$ cat config.mk
export PLATFORM = sky130hd
export DESIGN_NAME = json_string_unescape_core
export DESIGN_NICKNAME = d
export VERILOG_FILES = /design/src/jsu_pkg.sv /design/src/json_string_unescape_core.sv /design/src/jsu_decode.sv /design/src/jsu_emit.sv
export VERILOG_INCLUDE_DIRS = /design/src /design/src/src
export SDC_FILE = /design/constraint.sdc
export NUM_CORES = 1
export LEC_CHECK = 0
export ABC_AREA = 1
export BUFFER_PORTS_ARGS = -buffer_cell sky130_fd_sc_hd__buf_2
export CORE_ASPECT_RATIO = 1.75
export CORE_MARGIN = 2
export CORE_UTILIZATION = 50
export DETAILED_ROUTE_END_ITERATION = 10
export PLACE_DENSITY = 0.68
export SLEW_MARGIN = 20
export SYNTH_ARGS = -nofsm -noshare
export SYNTH_HDL_FRONTEND = slang
export SYNTH_SLANG_ARGS = --single-unit
export TNS_END_PERCENT = 50
$ cat constraint.sdc
create_clock -name clock -period 9.7 [get_ports clock]
set_input_delay 1.94 -clock clock [delete_from_list [all_inputs] [get_ports clock]]
set_output_delay 1.94 -clock clock [all_outputs]
set_load 0.005 [all_outputs]
$ cat src/json_string_unescape_core_defines.svh
// ----------------------------------------------------------------------------
// json_string_unescape_core_defines
// Assertion macros shared by the string unescape core. They expand to
// nothing in synthesis.
// ----------------------------------------------------------------------------
`ifndef JSON_STRING_UNESCAPE_CORE_DEFINES_SVH
`define JSON_STRING_UNESCAPE_CORE_DEFINES_SVH

`ifndef SYNTHESIS
// same-cycle implication
`define JSU_ASSERT_NOW(lbl, clk, rst, ante, cons, msg) \
   lbl: assert property (@(posedge clk) disable iff (rst) (ante) |-> (cons)) \
      else $error(msg);
// next-cycle implication
`define JSU_ASSERT_NEXT(lbl, clk, rst, ante, cons, msg) \
   lbl: assert property (@(posedge clk) disable iff (rst) (ante) |=> (cons)) \
      else $error(msg);
`else
`define JSU_ASSERT_NOW(lbl, clk, rst, ante, cons, msg)
`define JSU_ASSERT_NEXT(lbl, clk, rst, ante, cons, msg)
`endif

`endif

$ cat src/jsu_pkg.sv
// ----------------------------------------------------------------------------
// jsu_pkg
// Types, character codes and helpers for the JSON string unescape core.
// ----------------------------------------------------------------------------
`default_nettype none

package jsu_pkg;

   // capacity register reset value
   localparam logic [15:0] CAP_RESET = 16'd8192;

   // character codes
   localparam logic [7:0] CH_NUL    = 8'h00;
   localparam logic [7:0] CH_TAB    = 8'h09;
   localparam logic [7:0] CH_LF     = 8'h0A;
   localparam logic [7:0] CH_CR     = 8'h0D;
   localparam logic [7:0] CH_QUOTE  = 8'h22;
   localparam logic [7:0] CH_SLASH  = 8'h2F;
   localparam logic [7:0] CH_DIG0   = 8'h30;
   localparam logic [7:0] CH_DIG9   = 8'h39;
   localparam logic [7:0] CH_UP_A   = 8'h41;
   localparam logic [7:0] CH_UP_F   = 8'h46;
   localparam logic [7:0] CH_BSLASH = 8'h5C;
   localparam logic [7:0] CH_LOW_A  = 8'h61;
   localparam logic [7:0] CH_LOW_F  = 8'h66;
   localparam logic [7:0] CH_LOW_N  = 8'h6E;
   localparam logic [7:0] CH_LOW_R  = 8'h72;
   localparam logic [7:0] CH_LOW_T  = 8'h74;
   localparam logic [7:0] CH_LOW_U  = 8'h75;

   // utf-8 encoding constants
   localparam logic [15:0] UTF_ONE_LIMIT = 16'h0080;
   localparam logic [15:0] UTF_TWO_LIMIT = 16'h0800;
   localparam logic [7:0]  UTF_LEAD2     = 8'hC0;
   localparam logic [7:0]  UTF_LEAD3     = 8'hE0;
   localparam logic [7:0]  UTF_CONT      = 8'h80;
   localparam logic [5:0]  UTF_CONT_MASK = 6'h3F;

   // decoder mode
   typedef enum logic [2:0] {
      MODE_IDLE = 3'd0,
      MODE_BODY = 3'd1,
      MODE_ESC  = 3'd2,
      MODE_HEX0 = 3'd3,
      MODE_HEX1 = 3'd4,
      MODE_HEX2 = 3'd5,
      MODE_HEX3 = 3'd6
   } mode_type;

   // result kind
   typedef enum logic [1:0] {
      KIND_DATA  = 2'd0,
      KIND_DONE  = 2'd1,
      KIND_ERROR = 2'd2
   } kind_type;

   typedef struct packed {
      kind_type    kind;
      logic [7:0]  data;
      logic [15:0] len;
   } result_type;

   // all results caused by one input word, item 0 goes out first
   typedef struct packed {
      logic [1:0]             count;
      result_type [2:0]       item;
   } bundle_type;

   // hex digit decode: bit 4 is valid, bits 3:0 the value
   function automatic logic [4:0] hex_digit(input logic [7:0] c);
      logic [7:0] t;
      logic [4:0] r;
      t = 8'h00;
      r = 5'h00;
      case (c) inside
         [CH_DIG0:CH_DIG9]: begin
            t = c - CH_DIG0;
            r = {1'b1, t[3:0]};
         end
         [CH_LOW_A:CH_LOW_F]: begin
            t = c - CH_LOW_A + 8'd10;
            r = {1'b1, t[3:0]};
         end
         [CH_UP_A:CH_UP_F]: begin
            t = c - CH_UP_A + 8'd10;
            r = {1'b1, t[3:0]};
         end
         default: r = 5'h00;
      endcase
      return r;
   endfunction

endpackage

`default_nettype wire

$ cat src/json_string_unescape_core.sv
// ----------------------------------------------------------------------------
// json_string_unescape_core
// Streaming decoder for one JSON string literal: handles the escapes \" \\ \/
// \n \r \t and \uXXXX (to UTF-8), reports done with the length, or an error.
//
//   channel  direction  handshake            payload
//   req      in         req_valid/req_stall  req_in_byte
//   rsp      out        rsp_valid/rsp_stall  rsp_kind, rsp_data_byte,
//                                            rsp_decoded_length, rsp_last
//   csr      in         csr_wr_en            csr_wr_data (output capacity)
//
// One input byte per cycle while req_stall is low. A byte goes input register
// -> decoder -> result register, which hands its results out in order.
// The final hex digit of a \u escape yields up to three words out of the one
// result register, holding req until the last of them is taken.
// Opening quote, backslashes, u and first three hex digits give no result.
// Reset is synchronous; the capacity register returns to 8192.
// ----------------------------------------------------------------------------
`default_nettype none

module json_string_unescape_core import jsu_pkg::*; (
   input  wire logic        clock,
   input  wire logic        reset,
   // request channel
   input  wire logic        req_valid,
   output logic             req_stall,
   input  wire logic [7:0]  req_in_byte,
   // response channel
   output logic             rsp_valid,
   input  wire logic        rsp_stall,
   output logic [1:0]       rsp_kind,
   output logic [7:0]       rsp_data_byte,
   output logic [15:0]      rsp_decoded_length,
   output logic             rsp_last,
   // configuration
   input  wire logic        csr_wr_en,
   input  wire logic [15:0] csr_wr_data
);

   logic        in_valid_ff;
   logic [7:0]  in_byte_ff;
   logic [15:0] cap_ff;
   logic        emit_ready;
   logic        advance;
   bundle_type  bundle;

   // decode the held byte once the result register can take its bundle
   assign advance   = in_valid_ff && emit_ready;
   assign req_stall = in_valid_ff && !advance;

   // input register
   always_ff @(posedge clock) begin
      if (reset) begin
         in_valid_ff <= 1'b0;
      end else if (req_valid && !req_stall) begin
         in_valid_ff <= 1'b1;
      end else if (advance) begin
         in_valid_ff <= 1'b0;
      end
   end

   always_ff @(posedge clock) begin
      if (req_valid && !req_stall) begin
         in_byte_ff <= req_in_byte;
      end
   end

   // output capacity register
   always_ff @(posedge clock) begin
      if (reset) begin
         cap_ff <= CAP_RESET;
      end else if (csr_wr_en) begin
         cap_ff <= csr_wr_data;
      end
   end

   jsu_decode u_decode (
      .clock    (clock),
      .reset    (reset),
      .advance  (advance),
      .in_byte  (in_byte_ff),
      .capacity (cap_ff),
      .bundle   (bundle)
   );

   jsu_emit u_emit (
      .clock              (clock),
      .reset              (reset),
      .load               (advance),
      .bundle_in          (bundle),
      .ready              (emit_ready),
      .rsp_valid          (rsp_valid),
      .rsp_stall          (rsp_stall),
      .rsp_kind           (rsp_kind),
      .rsp_data_byte      (rsp_data_byte),
      .rsp_decoded_length (rsp_decoded_length),
      .rsp_last           (rsp_last)
   );

endmodule

`default_nettype wire

$ cat src/jsu_decode.sv
// ----------------------------------------------------------------------------
// jsu_decode
// Escape decoder state machine. Consumes one byte per advance and produces
// the bundle of up to three results that the byte causes.
// ----------------------------------------------------------------------------
`default_nettype none

module jsu_decode import jsu_pkg::*; (
   input  wire logic        clock,
   input  wire logic        reset,
   input  wire logic        advance,
   input  wire logic [7:0]  in_byte,
   input  wire logic [15:0] capacity,
   output bundle_type       bundle
);

   mode_type    mode_ff, mode_in;
   logic [15:0] code_ff, code_in;
   logic [15:0] count_ff, count_in;

   logic [15:0] cnt1, cnt2, cnt3;
   logic [16:0] room_sum;
   logic        cap_full;
   logic [4:0]  hex;
   logic [15:0] code_val;

   assign cnt1     = count_ff + 16'd1;
   assign cnt2     = count_ff + 16'd2;
   assign cnt3     = count_ff + 16'd3;
   assign room_sum = {1'b0, count_ff} + 17'd3;
   assign cap_full = room_sum >= {1'b0, capacity};
   assign hex      = hex_digit(in_byte);
   assign code_val = {code_ff[11:0], hex[3:0]};

   // state registers
   always_ff @(posedge clock) begin
      if (reset) begin
         mode_ff  <= MODE_IDLE;
         code_ff  <= '0;
         count_ff <= '0;
      end else if (advance) begin
         mode_ff  <= mode_in;
         code_ff  <= code_in;
         count_ff <= count_in;
      end
   end

   // next state and results
   always_comb begin
      logic       esc_ok;
      logic [7:0] esc_val;
      logic       fin;
      kind_type   fin_kind;
      mode_in  = mode_ff;
      code_in  = code_ff;
      count_in = count_ff;
      bundle   = '0;
      esc_ok   = 1'b0;
      esc_val  = CH_NUL;
      fin      = 1'b0;
      fin_kind = KIND_ERROR;

      case (mode_ff)
         MODE_IDLE: begin
            if (in_byte == CH_QUOTE) begin
               mode_in  = MODE_BODY;
               code_in  = '0;
               count_in = '0;
            end else begin
               fin = 1'b1;
            end
         end
         MODE_BODY: begin
            if (in_byte == CH_NUL) begin
               fin = 1'b1;
            end else if (in_byte == CH_QUOTE) begin
               fin      = 1'b1;
               fin_kind = KIND_DONE;
            end else if (cap_full) begin
               fin = 1'b1;
            end else if (in_byte == CH_BSLASH) begin
               mode_in = MODE_ESC;
            end else begin
               bundle.count   = 2'd1;
               bundle.item[0] = '{kind: KIND_DATA, data: in_byte, len: cnt1};
               count_in       = cnt1;
            end
         end
         MODE_ESC: begin
            case (in_byte)
               CH_QUOTE, CH_BSLASH, CH_SLASH: begin
                  esc_ok  = 1'b1;
                  esc_val = in_byte;
               end
               CH_LOW_N: begin
                  esc_ok  = 1'b1;
                  esc_val = CH_LF;
               end
               CH_LOW_R: begin
                  esc_ok  = 1'b1;
                  esc_val = CH_CR;
               end
               CH_LOW_T: begin
                  esc_ok  = 1'b1;
                  esc_val = CH_TAB;
               end
               default: esc_ok = 1'b0;
            endcase
            if (esc_ok) begin
               bundle.count   = 2'd1;
               bundle.item[0] = '{kind: KIND_DATA, data: esc_val, len: cnt1};
               count_in       = cnt1;
               mode_in        = MODE_BODY;
            end else if (in_byte == CH_LOW_U) begin
               code_in = '0;
               mode_in = MODE_HEX0;
            end else begin
               fin = 1'b1;
            end
         end
         MODE_HEX0, MODE_HEX1, MODE_HEX2: begin
            if (!hex[4]) begin
               fin = 1'b1;
            end else begin
               code_in = code_val;
               case (mode_ff)
                  MODE_HEX0: mode_in = MODE_HEX1;
                  MODE_HEX1: mode_in = MODE_HEX2;
                  default:   mode_in = MODE_HEX3;
               endcase
            end
         end
         MODE_HEX3: begin
            if (!hex[4]) begin
               fin = 1'b1;
            end else begin
               // utf-8 encode the gathered code unit
               if (code_val < UTF_ONE_LIMIT) begin
                  bundle.count   = 2'd1;
                  bundle.item[0] = '{kind: KIND_DATA, data: code_val[7:0], len: cnt1};
                  count_in       = cnt1;
               end else if (code_val < UTF_TWO_LIMIT) begin
                  bundle.count   = 2'd2;
                  bundle.item[0] = '{kind: KIND_DATA,
                                     data: UTF_LEAD2 | {3'b000, code_val[10:6]},
                                     len: cnt1};
                  bundle.item[1] = '{kind: KIND_DATA,
                                     data: UTF_CONT | {2'b00, code_val[5:0] & UTF_CONT_MASK},
                                     len: cnt2};
                  count_in       = cnt2;
               end else begin
                  bundle.count   = 2'd3;
                  bundle.item[0] = '{kind: KIND_DATA,
                                     data: UTF_LEAD3 | {4'h0, code_val[15:12]},
                                     len: cnt1};
                  bundle.item[1] = '{kind: KIND_DATA,
                                     data: UTF_CONT | {2'b00, code_val[11:6] & UTF_CONT_MASK},
                                     len: cnt2};
                  bundle.item[2] = '{kind: KIND_DATA,
                                     data: UTF_CONT | {2'b00, code_val[5:0] & UTF_CONT_MASK},
                                     len: cnt3};
                  count_in       = cnt3;
               end
               code_in = '0;
               mode_in = MODE_BODY;
            end
         end
         default: begin
            fin = 1'b1;
         end
      endcase

      // done or error closes the string
      if (fin) begin
         bundle.count   = 2'd1;
         bundle.item[0] = '{kind: fin_kind, data: 8'h00, len: count_ff};
         mode_in        = MODE_IDLE;
         code_in        = '0;
         count_in       = '0;
      end
   end

endmodule

`default_nettype wire

$ cat src/jsu_emit.sv
// ----------------------------------------------------------------------------
// jsu_emit
// Result register. Holds the bundle of one input word and hands its
// results out one word per cycle on the response channel while rsp_stall is low.
// ----------------------------------------------------------------------------
`default_nettype none
`include "json_string_unescape_core_defines.svh"

module jsu_emit import jsu_pkg::*; (
   input  wire logic        clock,
   input  wire logic        reset,
   input  wire logic        load,
   input  wire bundle_type  bundle_in,
   output logic             ready,
   output logic             rsp_valid,
   input  wire logic        rsp_stall,
   output logic [1:0]       rsp_kind,
   output logic [7:0]       rsp_data_byte,
   output logic [15:0]      rsp_decoded_length,
   output logic             rsp_last
);

   result_type [2:0] slot_ff, slot_in;
   logic [1:0]       rem_ff, rem_in;
   logic             pop;

   assign rsp_valid = rem_ff != 2'd0;
   assign pop       = rsp_valid && !rsp_stall;
   // free once empty or when the last pending word leaves now
   assign ready     = (rem_ff == 2'd0) || ((rem_ff == 2'd1) && pop);

   // load a new bundle or shift out the word just taken
   always_comb begin
      slot_in = slot_ff;
      rem_in  = rem_ff;
      if (load) begin
         slot_in = bundle_in.item;
         rem_in  = bundle_in.count;
      end else if (pop) begin
         slot_in[0] = slot_ff[1];
         slot_in[1] = slot_ff[2];
         rem_in     = rem_ff - 2'd1;
      end
   end

   always_ff @(posedge clock) begin
      if (reset) begin
         rem_ff <= '0;
      end else begin
         rem_ff <= rem_in;
      end
   end

   always_ff @(posedge clock) begin
      slot_ff <= slot_in;
   end

   assign rsp_kind           = slot_ff[0].kind;
   assign rsp_data_byte      = slot_ff[0].data;
   assign rsp_decoded_length = slot_ff[0].len;
   assign rsp_last           = rem_ff == 2'd1;

   // a done or error word always closes its bundle
   `JSU_ASSERT_NOW(a_final_closes, clock, reset,
      rsp_valid && (slot_ff[0].kind != KIND_DATA), rsp_last, "done/error word not last")

   // a non-empty bundle shows its first word in the next cycle
   `JSU_ASSERT_NEXT(a_load_shows, clock, reset,
      load && (bundle_in.count != 2'd0), rsp_valid && (slot_ff[0] == $past(bundle_in.item[0])),
      "loaded bundle not presented")

   // taking a word of a longer bundle leaves one fewer pending
   `JSU_ASSERT_NEXT(a_pop_counts, clock, reset,
      pop && !load && (rem_ff > 2'd1), rem_ff == ($past(rem_ff) - 2'd1),
      "pending count lost a word")

endmodule

`default_nettype wire
==> metrics.md, run 1 <==
| Metric | Value |
|---|---|
| Main combinational cell family by area after synthesis | `simple AND/OR/NAND/NOR gates` |
| Critical path startpoint category | `input pin` |
| Clock sink total | `130` |
| Fin nets | `approximately 1,100` |
| Commonest non-fill, non-tap cell in the layout | `nand2_1` |
| CTS buffer count | `17` |
| CTS tree | `built` |
| TNS Setup | `0 ps` |
| Grt total ovfl | `0` |
| Ratio of cells with drive above 1 in the final layout | `13.6%` |
| # diodes | `0` |
| MaxCap Viol Count | `0` |
| Top cells by area, synth | `edfxtp_1, dfxtp_1, nand2_1, inv_1, nor2_1` |
| H-Tree Level Count | `4` |
| Syn nets | `1,079` |
| Fillers | `1,500` |
| Part of the Yosys area used for sequential elements | `a little over two fifths` |
| Skew final | `10.6 ps` |
| Final setup viols | `0` |
| Min-Delay Path Class | `reg -> reg` |
| Type of the worst setup path | `in -> out` |
| Syn Std Cell Area | `8000 µm²` |
| Via count of the first global-routing pass | `6,721` |
| DRT iter0 DRCs | `460` |
| Worst EP arrival | `2630 ps` |
| DP Worst Slack | `5120 ps` |
| Fin. Hold Viols | `0` |
| Fin. max-slew vios | `0` |
| Initial Util | `between 50% and 60%` |
| Post-CTS Hold Fix Bufs | `0` |
| Synth Area in Simple Gates | `25.5%` |
| Synth Area in Compound Gates | `a little over an eighth` |
| GRT Overall Usage | `between 20% and 30%` |
| Clock Root Buffer | `clkbuf_16` |
| GP Congestion | `0.955` |
| Peak clock frequency supported by timing | `219 MHz` |
| DRC Markers | `0` |
| P_leak | `0.00378 µW` |
| Synth unique cells | `50` |
| Dpl hpwl | `16,000 µm` |
| Largest net degree at the start of global routing | `50` |
| Chip Height | `171 µm` |
| Adder-Cell Fraction of Synth Area | `4.23%` |
| Die X-Extent | `99.6 µm` |
| Status | `finished, final reports clean` |
| PwrDens | `293 nW/µm²` |
| Setup repair bufs after CTS | `0` |
| Multi-input logic area | `3740 µm²` |
| WL per Instance | `between 15 and 20 µm` |
| Post-synth top area cell | `edfxtp_1` |
| Via/cell ratio | `5.59` |
| Cells on worst reg2reg path | `20` |
| Initial antenna violation count | `0` |
| Crit. End Element | `primary output` |
| Area delta synth->final | `9.31%` |
| Worst R2R Setup Slack | `5490 ps` |
| Ys Warns | `0` |
| Hold Path Cell Cnt | `2` |
| Number of cell rows | `61` |
| DIE AREA | `about 17,000 µm²` |
| Worst Setup Slack, final | `5130 ps` |
| Port buffer count | `57` |
| IO Pins | `58` |
| Routed via count | `6,916` |
| Worst-path fanout max | `2` |
| Peak supply drop | `between 0.0001 and 0.00015 V` |
| Rel. slew slack | `36.6%` |
| Register area | `3400 µm²` |
| Total Wirelength | `22,300 µm` |
| Worst Path Required | `roughly 7800 ps` |
| RSZ-0062 raised after global routing | `false` |
| Period minus WS final | `4570 ps` |
| Post-CTS resize count | `0` |
| Post-route antenna net violation count | `0` |
| Synthesized flop and latch total | `130` |
| Mux cell area share after synthesis | `0%` |
| Worst Max-Slew Pin Slew | `about 950 ps` |
| Clock buffer depth | `2` |
| Core area | `around 16,000 µm²` |
| DRT Pass-1 Iters | `5` |
| Synthesized netlist cell count | `slightly above 1,000` |
| Post-synthesis xor/xnor area fraction | `between 3 and 4%` |
| Post-synth top area share | `about 30%` |
| Period Utilization, post-route | `47.1%` |
| Later-pin clock latency in the skew report | `430 ps` |
| Commonest non-fill, non-tap cells in the layout | `nand2_1, inv_1, nor2_1` |
| Total Power | `approximately 2600 µW` |
| First-pass GRT wire length | `34,600 µm` |
| CTS clk-pin slew, worst paths | `roughly 60 ps` |
| Synth Area per Inst | `7.82 µm²` |
power by group:
group | leakage, µW | switching (µW) | total (µW) | internal [µW]
clock | 0.000274 | 258 | 639 | 381
sequential | 0.00118 | 107 | 921 | 814
combinational | 0.00232 | 706 | 998 | 293
total | 0.00378 | 1070 | 2560 | 1490
metal layers:
layer  share of wire [%]  global-route usage (%)
met1                  35                    26.5
met2                  53                    48.7
met3                 3.7                    4.14
met4                 7.9                    21.3
met5                   0                       0
metrics by stage:
| stage | hold WS (ps) | instances | utilization, % | area (µm²) |
|---|---|---|---|---|
| finish | 465 | 1237 | 55.3 | 8740 |
| global route | 494 | 1237 | 55.3 | 8740 |
| CTS | 470 | 1237 | 55.3 | 8740 |
| detailed placement | 461 | 1205 | 51.6 | 8160 |
| global placement | 460 | 1205 | 51.6 | 8160 |
| floorplan | 435 | 1023 | - | 8000 |
sequential cells by signal, summed over array words and instances (netlist names):
signal / cells
u_emit.rsp_data_byte: 8
in_byte_ff: 8
u_emit.rsp_kind: 2
u_emit.rem_ff: 2
in_valid_ff: 1
cap_ff: 16
u_decode.count_ff: 16
u_emit.rsp_decoded_length: 16
u_decode.code_ff: 12
u_decode.mode_ff: 3
u_emit.slot_ff: 46
cell families after synthesis:
| logic type | Yosys count |
|---|---|
| adders and majority gates | 27 |
| and+or+nand+nor | 454 |
| AOI/OAI and AO/OA | 186 |
| xor gates and xnor gates | 35 |
| DFF | 130 |
| buffers and inverters | 191 |
final timing paths:
check                       start                           end
max reg2reg  u_decode.count_ff[3]  u_emit.rsp_decoded_length[2]
min                     cap_ff[6]                     cap_ff[6]
min reg2reg             cap_ff[6]                     cap_ff[6]
max                     rsp_stall                     req_stall
cell type report:
cell class	instances	share of cell area, %
clock inverter	14	1.75
multi-input combinational	702	42.8
sequential	130	38.9
clock buffer	18	4.91
timing repair buffer	61	3.61
tap	189	2.71
inverter	123	5.30
Yosys cell counts, drive strengths merged:
cell type and count:
o21ai 97, o22ai 3, xnor2 4, clkbuf 27, nor3b 1, nor2 127, nand3 61, inv 123
a31oi 2, nand2 242, edfxtp 80, a32oi 1, a22oi 2, buf 41, nor3 9, a22o 3
o31ai 1, nand3b 4, a32o 1, dfxtp 50, o211a 1, o221ai 3, o32ai 1, a21oi 54
o21a 2, a21o 1, ha 27, xor2 31, a211oi 4, a221oi 1, nand4 10, o211ai 9
critical path, stage by stage:
cell and delay [ps]:
buf_2 70, inv_1 40, a21oi_1 270, inv_1 70, nor2_1 110, buf_2 130
No activity file was read; power rests on OpenSTA's default activity.
==> inputs of run 2 (changes only) <==
--- a/config.mk
+++ b/config.mk
@@ -6,7 +6,7 @@
 export SDC_FILE = /design/constraint.sdc
 export NUM_CORES = 1
 export LEC_CHECK = 0
-export ABC_AREA = 1
+export ABC_AREA = 0
 export BUFFER_PORTS_ARGS = -buffer_cell sky130_fd_sc_hd__buf_2
 export CORE_ASPECT_RATIO = 1.75
 export CORE_MARGIN = 2
==> constraint.sdc (replaced) <==
create_clock -name clock -period 4.6 [get_ports clock]
set_input_delay 0.92 -clock clock [delete_from_list [all_inputs] [get_ports clock]]
set_output_delay 0.92 -clock clock [all_outputs]
set_load 0.005 [all_outputs]
==> run 2 against run 1 <==
Setup slack got worse by 4900 ps. Cell count fell by 6.8%. Clock skew about the same. First-iteration DRC count is 13% higher. Synthesized cell count shrank 12%. Sequential share of layout area fell by 1.5 points. Critical endpoint is now u_emit.rsp_data_byte[5].
==> metrics.md, run 2 <==
| Metric | Value |
|---|---|
| Fin. Hold Viols | `0` |
| Post-synth top area share | `30.3%` |
| # diodes | `0` |
| Routed via count | `7,182` |
| Peak supply drop | `approximately 0.00021 V` |
| Dpl hpwl | `19,800 µm` |
| DIE AREA | `16,900 µm²` |
| WL met3 | `~1300 µm` |
| Status | `finished, final reports clean` |
| Initial Util | `between 50% and 60%` |
| DRT iter0 DRCs | `522` |
| CTS buffer count | `17` |
| Number of flip-flops in the largest register | `46` |
| PwrDens | `349 nW/µm²` |
| MaxCap Viol Count | `0` |
| Via/cell ratio | `approximately 6.2` |
| Period minus WS final | `between 4000 and 5000 ps` |
| Synth Area per Inst | `8.82 µm²` |
| Post-synth top area cell | `edfxtp_1` |
| H-Tree Level Count | `4` |
| DRC Markers | `0` |
| Wire length on met1 | `9310 µm` |
| GP Congestion | `1.00` |
| Post-synth EDFFs | `80` |
| Grt total ovfl | `0` |
| Worst-path fanout max | `6` |
| Period Utilization, post-route | `94.3%` |
| Number of cell rows | `60` |
| Clock Root Buffer | `clkbuf_16` |
| WL per Instance | `23.0 µm` |
| Post-route antenna net violation count | `0` |
| TNS Setup | `0 ps` |
| Final Util | `approximately three fifths` |
| Syn nets | `about 950` |
| Initial antenna violation count | `0` |
| Worst Path Required | `4770 ps` |
| Chip Height | `170 µm` |
| Top cells by area, synth | `edfxtp_1, dfxtp_1, nand2_1, nor2_1, ha_1` |
| IO Pins | `58` |
| Rel. slew slack | `30.9%` |
| Highest routed layer | `met4` |
| Fin. max-slew vios | `0` |
| Crit. End Element | `flip-flop` |
| R2R Path Start | `u_decode.count_ff[8]` |
| Synthesized flop and latch total | `130` |
| Clock buffer depth | `2` |
| Worst Max-Slew Pin Slew | `between 1000 and 1500 ps` |
| Peak clock frequency supported by timing | `230 MHz` |
| Via count of the first global-routing pass | `roughly 7,000` |
| Skew final | `between 10 and 15 ps` |
| Die X-Extent | `between 90 and 100 µm` |
| GRT Overall Usage | `31.7%` |
| Setup repair bufs after CTS | `0` |
| Ys async rst share | `0%` |
| Largest register by flop count | `u_emit.slot_ff` |
| Fin nets | `1,010` |
| First-pass GRT wire length | `39,900 µm` |
| Min-Delay Path Class | `reg -> reg` |
| CTS clk-pin slew, worst paths | `60 ps` |
| Synthesized netlist cell count | `898` |
| Largest net degree at the start of global routing | `54` |
| Metal2 WL | `13,500 µm` |
| Hold wc startpoint | `cap_ff[11]` |
| Type of the worst setup path | `reg -> reg` |
| Clock sink total | `130` |
| Worst EP arrival | `~4500 ps` |
| Commonest non-fill, non-tap cells in the layout | `nand2_1, nor2_1, edfxtp_1` |
| Synth unique cells | `70` |
| RSZ-0062 raised after global routing | `false` |
| Area delta synth->final | `14.8%` |
| Port buffer count | `57` |
| Part of the Yosys area used for sequential elements | `43.0%` |
| Ys Warns | `0` |
| Crit path launch | `u_decode.count_ff[8]` |
| Post-synth top cells | `nand2_1, nor2_1, edfxtp_1, a21oi_1, o21ai_0` |
| Core area | `between 15,000 and 20,000 µm²` |
| DRT Pass-1 Iters | `7` |
| Critical path startpoint category | `flip-flop` |
| Total Wirelength | `26,500 µm` |
| Ys flop type | `edfxtp_1` |
| Ratio of cells with drive above 1 in the final layout | `16.9%` |
| Final setup viols | `0` |
| P_leak | `approximately 0.0035 µW` |
| Later-pin clock latency in the skew report | `420 ps` |
| CTS tree | `built` |
| Syn Std Cell Area | `approximately 7900 µm²` |
[run 2: changes by cell type after synthesis, moves of 20 or more]
cell	before	now
nand2_1	231	93
mux2i_1	0	21
xor2_1	31	9
nor2_1	113	93
inv_1	114	42
xnor2_1	4	33
o21ai_0	84	59
nand2b_1	0	20
and2_1	0	22
[run 2: per-layer routing]
layer / global-route usage (%) / vias to the layer above
met1: 33.4 / 3402
li1: - / 3316
met2: 55.3 / 344
met4: 25.6 / 0
met3: 4.53 / 120
met5: 0 / -
[run 2: repair_timing]
action | 4_1_cts | 5_1_grt
gates resized for setup | 0 | 1
setup endpoints to repair | 0 | 3
hold buffers | 0 | 0
endpoints found under the hold margin | 0 | 0
[run 2: logic make-up after synthesis]
| family | count (synthesis) | share of synthesized area [%] |
|---|---|---|
| and+or+nand+nor | 336 | 20.4 |
| AOI/OAI and AO/OA | 222 | 17.9 |
| DFF | 130 | 43.0 |
| buffers and inverters | 120 | 7.12 |
| xor gates and xnor gates | 42 | 4.64 |
| adders and majority gates | 27 | 4.27 |
| muxes | 21 | 2.65 |
[run 2: final cells by class]
cell class	count	area, µm²
repair buffers	115	746
fillers	1435	6370
well taps	186	233
multi-input cells	648	3990
clock buffers	19	443
flip-flops and latches	130	3400
clock inverters	13	124
inverters	42	158
[run 2: metrics by stage]
step / cell area (µm²) / power (µW) / std cells / setup slack [ps] / hold WS [ps]
6_report: 9090 / 3170 / 1153 / 261 / 494
3_5_place_dp: 8520 / 1870 / 1121 / 287 / 487
3_3_place_gp: 8520 / 1860 / 1121 / 308 / 476
5_1_grt: 9090 / 3280 / 1153 / 94.3 / 521
4_1_cts: 9080 / 3190 / 1153 / 250 / 501
2_1_floorplan: 7920 / 1740 / 898 / 398 / 460
[run 2: worst max-delay path, cell delays in order (launching register included)]
cell      delay [ps]
dfxtp_1          530
nand4_1          200
nor2_1           270
and3_1           280
nand2_1          110
xnor2_2          260
buf_4            160
ha_1             240
a21oi_1          160
nand2_1           80
a311oi_1         260
buf_4            180
nand3_1           60
buf_4            160
o31ai_1          340
buf_4            180
nand2b_1         140
o311ai_0         480
[run 2: report_power, final]
part           total, µW  switching (µW)  internal, µW
registers           1440            50.1          1390
clock network       1330             562           767
logic                409             260           149
total               3170             871          2300
[run 2: final timing paths]
kind              cells after the start                 endpoint  slack (ps)
hold / removal                        2               cap_ff[11]         490
hold reg to reg                       2               cap_ff[11]         490
setup reg to reg                     17  u_emit.rsp_data_byte[5]         260
setup / recovery                     17  u_emit.rsp_data_byte[5]         260
==> inputs of run 3 (changes only) <==
--- a/config.mk
+++ b/config.mk
@@ -13,6 +13,7 @@
 export CORE_UTILIZATION = 50
 export DETAILED_ROUTE_END_ITERATION = 10
 export PLACE_DENSITY = 0.68
+export RECOVER_POWER = 25
 export SLEW_MARGIN = 20
 export SYNTH_ARGS = -nofsm -noshare
 export SYNTH_HDL_FRONTEND = slang
==> run 3 against run 2 <==
The run now ends with capacitance limit, slew limit left. Sequential share of layout area rose by 0.062 points. Sequential power barely moved. Via count rose by 0.36%. Die area did not move. Setup slack improved by 9.3 ps. Global-route usage did not move. Count of clock-buffer cells in the layout did not move. Critical path depth did not move. Non-clock buffer count did not move. Power barely moved. Routed wire length rose by 0.23%. Critical path type unchanged. Critical endpoint unchanged. Highest routed layer unchanged.
==> metrics.md, run 3 (synthesis results as in run 2) <==
| Metric | Value |
|---|---|
| R2R Path Start | `u_decode.count_ff[8]` |
| Type of the worst setup path | `reg -> reg` |
| Total Wirelength | `26,600 µm` |
| Later-pin clock latency in the skew report | `420 ps` |
| Peak clock frequency supported by timing | `231 MHz` |
| Largest net degree at the start of global routing | `54` |
| Final Util | `58.7%` |
| DRT iter0 DRCs | `between 500 and 600` |
| PwrDens | `roughly 350 nW/µm²` |
| Routed via count | `7,208` |
| Commonest non-fill, non-tap cells in the layout | `nand2_1, nor2_1, edfxtp_1` |
| Via/cell ratio | `6.25` |
| Worst Max-Slew Pin Slew | `1700 ps` |
| Met2 usage | `55.3%` |
| Min-Delay Path Class | `reg -> reg` |
| Hold worst-path end | `cap_ff[11]` |
| Worst-path fanout max | `6` |
| R2R Path End | `u_emit.rsp_data_byte[5]` |
| Core area | `15,500 µm²` |
| Cells on worst reg2reg path | `17` |
| Hold wc startpoint | `cap_ff[11]` |
| Fillers | `between 1,000 and 1,500` |
| CTS tree | `built` |
| Initial Util | `51.2%` |
| DRC Markers | `0` |
| Via count of the first global-routing pass | `7,053` |
| Clock buffer depth | `2` |
| Worst Path Required | `4770 ps` |
| # diodes | `0` |
| IO Pins | `between 50 and 60` |
| Largest register by flop count | `u_emit.slot_ff` |
| Die X-Extent | `between 90 and 100 µm` |
| Max incr delay on CP | `approximately 530 ps` |
| Violated checks | `capacitance limit, slew limit` |
| Placed insts | `roughly 1,100` |
| Fin nets | `about 1,000` |
| Post-route antenna net violation count | `0` |
| H-Tree Level Count | `4` |
| Hold Path Cell Cnt | `2` |
| Setup repair bufs after CTS | `0` |
| Crit. End Element | `flip-flop` |
| Post-CTS Hold Fix Bufs | `0` |
| Final Instance Count excl. Fillers | `1,153` |
| GRT Overall Usage | `31.7%` |
| Worst EP arrival | `4500 ps` |
| TNS Setup | `0 ps` |
| Dpl hpwl | `19,800 µm` |
| CTS clk-pin slew, worst paths | `60 ps` |
| Grt total ovfl | `0` |
| Grt met1 use | `about a third` |
| DRT Pass-1 Iters | `6` |
| DIE AREA | `16,900 µm²` |
| Met3 Use GR | `4.53%` |
| Worst Setup Slack, final | `~270 ps` |
| Grt peak-use layer | `met2` |
| Rel. slew slack | `-13.7%` |
| Critical path startpoint category | `flip-flop` |
| Area delta synth->final | `14.6%` |
| Critical-path cell list | `nand4_1 > nor2_1 > and3_1 > nand2_1 > xnor2_2 > buf_4 > ha_1 > a21oi_1 > nand2_1 > a311oi_1 > buf_4 > nand3_1 > buf_4 > o31ai_1 > buf_4 > nand2b_1 > o311ai_0` |
| Fin. Hold Viols | `0` |
| RSZ-0062 raised after global routing | `false` |
| Crit path max-delay cell type | `dfxtp_1` |
| Chip Height | `between 150 and 200 µm` |
| Period Utilization, post-route | `94.1%` |
| Number of flip-flops in the largest register | `46` |
| Worst R2R Setup Slack | `roughly 270 ps` |
| Status | `finished with violations` |
| Clock Root Buffer | `clkbuf_16` |
| WL per Instance | `23.1 µm` |
| Ratio of cells with drive above 1 in the final layout | `15.6%` |
| Post-CTS resize count | `0` |
| P_leak | `0.00351 µW` |
| MaxCap Viol Count | `1` |
| Skew final | `10.1 ps` |
| DP Worst Slack | `287 ps` |
| Clock sink total | `130` |
| Fin. max-slew vios | `37` |
| Cell mode on critical path | `buf_4` |
| Port buffer count | `57` |
| First-pass GRT wire length | `39,900 µm` |
| Peak supply drop | `about 0.00021 V` |
| Number of cell rows | `60` |
| Final setup viols | `0` |
| GP Congestion | `1.00` |
| Period minus WS final | `4330 ps` |
| CTS buffer count | `17` |
| Initial antenna violation count | `0` |
[run 3: changes by cell type in the layout (fill, tap and decap cells not counted)]
cell,previous run,this run
clkbuf_1,1,13
and2_0,0,1
buf_2,57,45
and2_1,22,21
[run 3: per-stage QoR]
stage | total power [µW] | area [µm²] | hold WS [ps]
3_5_place_dp | 1870 | 8520 | 487
2_1_floorplan | 1740 | 7920 | 460
4_1_cts | 3190 | 9080 | 501
5_1_grt | 3270 | 9080 | 521
6_report | 3170 | 9080 | 494
3_3_place_gp | 1860 | 8520 | 476
[run 3: worst max-delay path by stage]
stage	from	to	slack [ps]	depth (start not counted)
final	u_decode.count_ff[8]	u_emit.rsp_data_byte[5]	270	17
after global routing	u_decode.count_ff[8]	u_emit.rem_ff[0]	50	18
after CTS	u_decode.count_ff[8]	u_emit.rsp_data_byte[5]	250	17
after detailed placement	u_decode.count_ff[8]	u_emit.rsp_data_byte[5]	290	17
after global placement	u_decode.count_ff[8]	u_emit.rsp_data_byte[5]	310	17
after floorplan	rsp_stall	u_emit.rem_ff[1]	400	3
[run 3: where the power goes]
part           internal, µW  switching [µW]  total, µW
Combinational           145             260        405
Clock                   767             562       1330
Sequential             1390            50.9       1440
[run 3: metal layers]
| metal | vias up | part of all wire, % |
|---|---|---|
| li1 | 3315 | - |
| met1 | 3411 | 35 |
| met2 | 363 | 51 |
| met3 | 119 | 5.4 |
| met4 | 0 | 9.1 |
| met5 | - | 0 |
[run 3: critical path, delay by kind of cell, from the launching register on]
kind | cells | cell delay, ps
fa+ha+maj | 1 | 240
buf+inv | 4 | 680
flops | 1 | 530
simple gates | 7 | 1140
compound gates | 4 | 1230
xor+xnor | 1 | 250
[run 3: cell type report]
type | instances | area, µm² | area share [%]
multi-input cells | 648 | 3990 | 43.9
clock inverters | 13 | 124 | 1.36
inverters | 42 | 158 | 1.74
repair buffers | 115 | 731 | 8.05
clock buffers | 19 | 443 | 4.88
well taps | 186 | 233 | 2.56
flip-flops and latches | 130 | 3400 | 37.5
